[src/rtl/accel_tilt_deviation_assert.svh]
// Assertion macros for the tilt deviation block.
// Included by the top level; no other dependencies.
`ifndef ACCEL_TILT_DEVIATION_ASSERT_SVH
`define ACCEL_TILT_DEVIATION_ASSERT_SVH
// implication checked every clock outside reset
`define ATD_ASSERT_IMP(label, clk, rst, a, c) \
  label: assert property (@(posedge clk) disable iff (rst) (a) |-> (c)) \
    else $error("assertion failed");
// next-cycle implication
`define ATD_ASSERT_NEXT(label, clk, rst, a, c) \
  label: assert property (@(posedge clk) disable iff (rst) (a) |=> (c)) \
    else $error("assertion failed");
`endif

[src/rtl/atd_pkg.sv]
// Shared types and constants for the tilt deviation block.
// No dependencies.
package atd_pkg;
  localparam int TabLen = 24;
  localparam logic [16:0] AngFull = 17'd46080;
  localparam logic [16:0] DeadBand = 17'd640;

  typedef enum logic [2:0] {
    ST_IDLE, ST_CAL, ST_FILT, ST_CORD, ST_FIN, ST_OUT
  } state_t;

  typedef enum logic [2:0] {
    REG_CAL_X = 3'd0, REG_CAL_Y = 3'd1, REG_CAL_Z = 3'd2, REG_FF = 3'd3,
    REG_FB = 3'd4, REG_TROLL = 3'd5, REG_TPITCH = 3'd6, REG_OPER = 3'd7
  } reg_idx_t;

  // lane control from the sequencer
  typedef struct packed {
    logic start;
    logic step;
  } lane_ctl_t;

  // atan(2^-i) in 1/65536 degree
  function automatic logic [21:0] atan_tab(input logic [4:0] i);
    unique case (i)
      5'd0: return 22'd2949120; 5'd1: return 22'd1740967;
      5'd2: return 22'd919879; 5'd3: return 22'd466945;
      5'd4: return 22'd234379; 5'd5: return 22'd117304;
      5'd6: return 22'd58666; 5'd7: return 22'd29335;
      5'd8: return 22'd14668; 5'd9: return 22'd7334;
      5'd10: return 22'd3667; 5'd11: return 22'd1833;
      5'd12: return 22'd917; 5'd13: return 22'd458;
      5'd14: return 22'd229; 5'd15: return 22'd115;
      5'd16: return 22'd57; 5'd17: return 22'd29;
      5'd18: return 22'd14; 5'd19: return 22'd7;
      5'd20: return 22'd4; 5'd21: return 22'd2;
      5'd22: return 22'd1;
      default: return 22'd0;
    endcase
  endfunction

  function automatic logic signed [23:0] sat24(input logic signed [47:0] v);
    if (v > 48'sd8388607) return 24'sd8388607;
    if (v < -48'sd8388608) return -24'sd8388608;
    return v[23:0];
  endfunction
endpackage

[src/rtl/atd_cordic.sv]
// Iterative CORDIC vectoring unit giving atan2 in 1/128 degree.
// Depends on atd_pkg.
module atd_cordic #(
  parameter int STEPS = 16
) (
  input  logic               clk,
  input  logic               rst,
  input  logic               start,
  input  logic signed [24:0] num,
  input  logic signed [23:0] den,
  output logic               done,
  output logic [15:0]        angle
);
  import atd_pkg::*;

  localparam int CW = $clog2(TabLen + 1);
  localparam int NS = (STEPS < TabLen) ? STEPS : TabLen;
  localparam logic signed [31:0] Full = 32'(AngFull);

  logic signed [35:0] x, y;
  logic signed [31:0] z;
  logic [CW-1:0] i;
  logic busy, zero;
  logic signed [35:0] xs, ys, xn, yn;
  logic signed [31:0] zr, t;
  logic signed [24:0] nn, dn;

  always_comb begin
    xs = x >>> i;
    ys = y >>> i;
    nn = num;
    dn = 25'(den);
    zr = (z + 32'sd256) >>> 9;
    t = zr;
    if (t < 0) t = t + Full;
    if (t >= Full) t = t - Full;
  end

  // iterate one rotation per cycle
  always_ff @(posedge clk) begin
    if (rst) begin
      busy <= 1'b0; done <= 1'b0; i <= '0;
    end else begin
      done <= 1'b0;
      if (start) begin
        busy <= 1'b1; i <= '0;
        zero <= (num == 0) && (den == 0);
        if (den < 0) begin
          x <= -(36'(dn) <<< 8); y <= -(36'(nn) <<< 8); z <= 32'sd11796480;
        end else begin
          x <= 36'(dn) <<< 8; y <= 36'(nn) <<< 8; z <= '0;
        end
      end else if (busy) begin
        if (i == CW'(NS)) begin
          busy <= 1'b0; done <= 1'b1;
          angle <= zero ? 16'd0 : t[15:0];
        end else begin
          i <= i + 1'b1;
          if (y >= 0) begin
            x <= x + ys; y <= y - xs; z <= z + 32'(atan_tab(5'(i)));
          end else begin
            x <= x - ys; y <= y + xs; z <= z - 32'(atan_tab(5'(i)));
          end
        end
      end
    end
  end
endmodule

[config.mk]
export PLATFORM = sky130hd
export DESIGN_NAME = atd_cordic
export DESIGN_NICKNAME = d
export VERILOG_FILES = /design/src/rtl/accel_tilt_deviation_assert.svh /design/src/rtl/atd_pkg.sv /design/src/rtl/atd_cordic.sv
export SDC_FILE = /design/constraint.sdc
export NUM_CORES = 1
export LEC_CHECK = 0
export ABC_AREA = 1
export BUFFER_PORTS_ARGS = -buffer_cell sky130_fd_sc_hd__buf_2
export CAP_MARGIN = 20
export CORE_UTILIZATION = 55
export CTS_CLUSTER_SIZE = 30
export DETAILED_ROUTE_END_ITERATION = 10
export GPL_ROUTABILITY_DRIVEN = 0
export HOLD_SLACK_MARGIN = 0.1
export PLACE_DENSITY = 0.72
export SYNTH_ARGS = -nofsm -noshare
export SYNTH_HDL_FRONTEND = slang
export SYNTH_SLANG_ARGS = --single-unit
[constraint.sdc]
create_clock -name clk -period 13.3 [get_ports clk]
set_clock_uncertainty 0.1 [all_clocks]
set_input_delay 2.66 -clock clk [delete_from_list [all_inputs] [get_ports clk]]
set_output_delay 2.66 -clock clk [all_outputs]
set_load 0.01 [all_outputs]
After elaboration in Yosys (flattened, before gate mapping)
Memory sizes are Yosys's and may differ from the RTL's. A register that Yosys moved wholly into a read port is not among the register bits.
Index checks and enable logic that the tools add are counted.
Storage, ports and cells
  output and inout port bits: 17
  logic and storage cells: 79
  input port bits: 52
  memories: 2
  bits in read-only memories: 1408
  bits in registers: 128
Memory list
  (name not given): depth 32, bits a word 22, read ports 1, clocked after Yosys merged registers in 1, write ports 0, RTL line atd_pkg.sv:25  | unique case (i)
  (name not given): depth 32, bits a word 22, read ports 1, clocked after Yosys merged registers in 1, write ports 0, RTL line atd_pkg.sv:25
Cells by class
  shift operators: 2
  mux-type cells: 35
  add/subtract/negate cells: 12
  bitwise gates (word level): 4
  reductions and logical operators: 10
  order comparisons: 4
  equal/unequal tests: 2
Operators by type and width (number)
  $mux 36: 10
  $mux 22: 10
  $mux 32: 5
  $add 36x36->36: 2
  $sshr 36x5->36: 2
  $sub 36x36->36: 2
  $logic_not 32->1: 2
  $ge 36x1->1 const B: 1
  $neg 32->36: 1
  $neg 33->36: 1
  $add 32x10->32 const B: 1
  $add 32x22->32: 1
  $ge 32x17->1 const B: 1
  $sub 32x22->32: 1
  $add 23x17->24 const B: 1
  $lt 24x1->1 const B: 1
  $mux 24: 1
  $lt 23x1->1 const B: 1
  $mux 5: 4
  $mux 16: 1
  $sub 16x16->16 const B: 1
  $add 5x1->5 const B: 1
  $eq 5x5->1 const B: 1
  $mux 1: 4
  9 further kinds: 13

Longest topological paths before layout
  depth in word-level cells: 11
  mapped depth: 38
  gate-level depth less buffers: 35

Worst setup path after synthesis
No wires, ideal clock.
  path kind: in2reg
  start point: input port start
  end point: register x[0] (enable)
  arrival time: 8.168 ns
  slack: 4.430 ns
  setup time: 0.602 ns
  stages on the path: 4
  required time: 12.598 ns
  path buffers: 2
  cell sequence: inv_1 -> clkbuf_1 -> clkbuf_1 -> a21oi_1
Between the ends
  cells in the longest elaborated chain, start to end: 2
  elaborated cells between the ends (all ways): 3
  classes of those cells: 1 x eq/ne; 2 x reduce/logical
Ends and longest elaborated chain
  from (decl): RTL line atd_cordic.sv:8  | input logic start,
  $ne 2x2->1 (no line) or $reduce_bool 2->1 (tied branches)
  $reduce_and 3->1 (no line) (*)
  to (signal assigned): RTL line atd_cordic.sv:60  | x <= x + ys; y <= y - xs; z <= z + 32'(atan_tab(5'(i)));
  to (signal assigned): RTL line atd_cordic.sv:62  | x <= x - ys; y <= y + xs; z <= z - 32'(atan_tab(5'(i)));
  to (decl): RTL line atd_cordic.sv:20  | logic signed [35:0] x, y;
Every way passes the cells marked *; elsewhere a longest branch is shown, timed or not.
A chain may end at the register's enable or synchronous reset.

Final worst setup path
  start point: register i[3]
  end point: register y[34] (data pin)
Between the ends
  cells in the longest elaborated chain, start to end: 6
  elaborated cells between the ends (all ways): 7
  classes of those cells: 2 x add/sub; 1 x shift; 4 x mux
Ends and longest elaborated chain
  from (decl): RTL line atd_cordic.sv:22  | logic [CW-1:0] i;
  from (signal assigned): RTL line atd_cordic.sv:58  | i <= i + 1'b1;
  $sshr 36x5->36 (*): RTL line atd_cordic.sv:29  | xs = x >>> i;
  $add 36x36->36 or $sub 36x36->36 (tied branches): RTL line atd_cordic.sv:62, atd_cordic.sv:60
  $mux 36 (*): RTL line atd_cordic.sv:59  | if (y >= 0) begin
  $mux 36 (*): RTL line atd_cordic.sv:54  | if (i == CW'(NS)) begin
  $mux 36 (*): RTL line atd_cordic.sv:53  | end else if (busy) begin
  $mux 36 (*): RTL line atd_cordic.sv:45  | if (start) begin
  to (signal assigned): RTL line atd_cordic.sv:60
  to (signal assigned): RTL line atd_cordic.sv:62
  to (decl): RTL line atd_cordic.sv:20
Every way passes the cells marked *; elsewhere a longest branch is shown, timed or not. The select of a mux whose other input is x is not followed.

==> impl_metrics.py <==
metrics = {
    "run_status": {
        "status": "finished clean",
    },
    "layout": {
        "fill_cells": 3542,
        "drive_above_1_share": 0.0713,
        "area.growth.synth_to_final_pct": 5.31,
        "nNetsFinal": 3499,
        "instances_no_fill": 3800,
    },
    "detailed_routing": {
        "drc": 0,
        "dr.pass1.iters": 7,
        "drtIter0Drc": 2490,
        "wl_mm": 67.4,
        "dr_total_vias": 22889,
        "viasPerCell": 6.02,
        "antenna_left": 0,
        "routedWlPerCell_um": 17.7,
    },
    "setup_path": {
        "startpoint": "i[3]$_SDFFE_PN0P_",
        "r2r-start": "i[3]$_SDFFE_PN0P_",
        "crit_required_ps": 13480,
        "ff2ff_path_depth": 27,
        "cp_data_arrival_time_ps": 6930,
        "r2r_slack_ps": 6550,
        "r2r_end": "y[34]$_DFFE_PP_",
        "critPathMaxFanout": 60,
        "cp-end-kind": "flop",
        "cp-start-kind": "flop",
        "critPathKind": "reg2reg",
    },
    "synthesis": {
        "async_flop_share": 0,
        "synth_edf_count": 121,
        "synth_top_area_share": 0.185,
        "ys.flop_type": "edfxtp_1",
        "synth_area_mm2": 0.0202,
        "yosys.cell_count.top_type": "nand2_1",
        "ys_seq_area_frac": 0.208,
        "ys_ff_latch": 150,
        "synthCells": 3342,
        "synthMuxAreaShare": 0,
        "synth_compound_area_frac": 0.180,
        "yosys.area_share.simple": 0.400,
        "netlist_top_cells_count": "1000 x nand2_1, 358 x nand3_1, 307 x nor2_1",
        "synth_top_family_by_area": "simple AND/OR/NAND/NOR gates",
        "ys_warn_count": 0,
        "yosysTopAreaCell": "nand2_1",
        "synth_area_leaders": "nand2_1 19%, edfxtp_1 18%, nand3_1 8.8%",
        "syn_avg_cell_area_um2": 6.06,
        "synth_xor_area_frac": 0.0488,
        "synth_nets": 3516,
        "synth_fa_ha_area_frac": 0.0765,
        "yosysUniqueCellTypes": 60,
    },
    "place": {
        "dp_hpwl_mm": 52.8,
        "port_buffers": 68,
        "place_inst": 3766,
        "pre_cts_ws_ps": 6980,
    },
    "cts": {
        "cts_buffer_depth": 2,
        "post_cts.repair.setup_buffers": 0,
        "cts-hold-fix-buffers": 0,
        "path_clk_slew_ps": 70,
        "cts_num_sinks": 150,
        "ctsResizeCount": 0,
        "cts_buffers": 17,
        "tritoncts": "yes",
        "cts-htree-levels": 4,
        "clkLatencyLatePin_ps": 470,
        "root_buffer": "clkbuf_16",
    },
    "floorplanning": {
        "num_rows": 69,
        "dieArea_mm2": 0.0376,
        "pin_count": 69,
        "fp.dieW_um": 194,
        "initial_core_util": 0.564,
        "die_h_um": 194,
        "core_region_area_mm2": 0.0359,
    },
    "sta": {
        "finalWorstSetupSlack_ps": 6550,
        "finalSetupViolations": 0,
        "max_freq_mhz": 148,
        "hold_ws_ps": 432,
        "finalMaxSlewViolations": 0,
        "setup_tns_ps": 0,
        "rsz0062_at_grt": "false",
        "tightest_slew_ps": 1030,
        "relSlewSlack": 0.312,
        "hold_viol": 0,
        "period_minus_slack_ps": 6750,
        "period_share": 0.507,
    },
    "global_routing": {
        "grt_usage": 0.355,
        "grt_pass1_wl_mm": 107,
        "grt_max_degree": 93,
        "grt-ovfl-total": 0,
        "grt_pass1_vias": 20958,
        "antenna_found_initial": 0,
    },
    "power_and_ir_drop": {
        "p_leak_nw": 10.1,
        "peakVddDrop_mv": 0.103,
        "p_per_area_mw_per_mm2": 132,
    },
    "hold_path": {
        "hold-path-cell-count": 2,
        "worstHoldStart": "busy$_SDFF_PP0_",
        "holdPathEnd": "done$_SDFF_PP0_",
        "hold_path.class": "reg2reg",
    },
    "flow_run": {
        "cap_violations": 0,
    },
}
## power breakdown
part / internal [mW] / total [mW] / switching, mW
combinational: 0.533 / 1.61 / 1.08
clock: 0.282 / 0.520 / 0.238
sequential: 0.593 / 0.676 / 0.0823
## stage by stage
step | total power, mW | cell area, um^2 | util
floorplan | 1.83 | 20200 | -
global placement | 2.21 | 20700 | 0.577
detailed placement | 2.24 | 20700 | 0.577
CTS | 2.76 | 21300 | 0.593
global route | 3.01 | 21300 | 0.594
finish | 2.81 | 21300 | 0.594
## layer usage
| layer | track usage | routed length, um | vias to the layer above |
|---|---|---|---|
| met5 | 0 | 0 | - |
| met2 | 0.581 | 30200 | 1139 |
| met3 | 0.0551 | 5660 | 213 |
| met1 | 0.444 | 27200 | 10343 |
| li1 | - | - | 11194 |
| met4 | 0.205 | 4360 | 0 |
## cells by family after synthesis
family                     count (synthesis)
DFF                                      150
AOI/OAI and AO/OA                        651
adders and majority gates                122
xor gates and xnor gates                 111
and+or+nand+nor                         1877
buffers and inverters                    431
## worst max path at each step
stage | endpoint | cells after the start
2_1_floorplan | x[0]$_SDFFCE_PP0P_ | 4
4_1_cts | y[34]$_DFFE_PP_ | 27
3_5_place_dp | y[34]$_DFFE_PP_ | 27
3_3_place_gp | y[34]$_DFFE_PP_ | 27
6_report | y[34]$_DFFE_PP_ | 27
5_1_grt | y[34]$_DFFE_PP_ | 27
## critical path, stage by stage, from the launching register on
cell and delay [ps]:
dfxtp_2 310, buf_4 520, inv_2 590, nand2_1 420, inv_1 250, o21ai_0 130
nor2_1 70, nor2_1 110, nand2_1 70, nand2_1 120, ha_1 190, nand2_1 70
nor2_2 220, nand3_2 160, inv_1 70, nand2_1 50, nand2_1 100, o21ai_0 150
xor2_1 210, ha_1 410, nand2_1 130, nor2_1 170, inv_1 90, nor4_1 780
o21ai_0 460, nand3_1 290, nor2_1 60, o31ai_1 240
## area by class of cell
class,instances,area (um^2),area share
Antenna cell,1,2.50,0.000117
Multi-Input combinational cell,2761,14300,0.670
Tap cell,461,577,0.0271
Inverter,311,1170,0.0549
Clock inverter,14,164,0.00769
Timing Repair Buffer,84,473,0.0222
Clock buffer,18,429,0.0201
Sequential cell,150,4220,0.198
## layout by cell type (no fill, tap or decap), types with 6 or more instances in the layout
cell	n
a21o_1	13
a21oi_1	254
a31oi_1	29
and2_1	11
buf_2	68
buf_4	15
clkbuf_16	17
dfxtp_1	25
edfxtp_1	121
ha_1	119
inv_1	299
inv_2	11
nand2_1	1000
nand2_2	24
nand3_1	358
nand3b_1	8
nand4_1	37
nor2_1	307
nor2_2	18
nor2_4	8
nor3_1	43
nor4_1	8
o211ai_1	19
o21a_1	14
o21ai_0	216
o21ai_1	33
o21ai_2	21
o21bai_1	6
o22ai_1	8
or2_1	19
or2_2	17
xnor2_1	42
xor2_1	67
(Power assumes the default switching activity.)
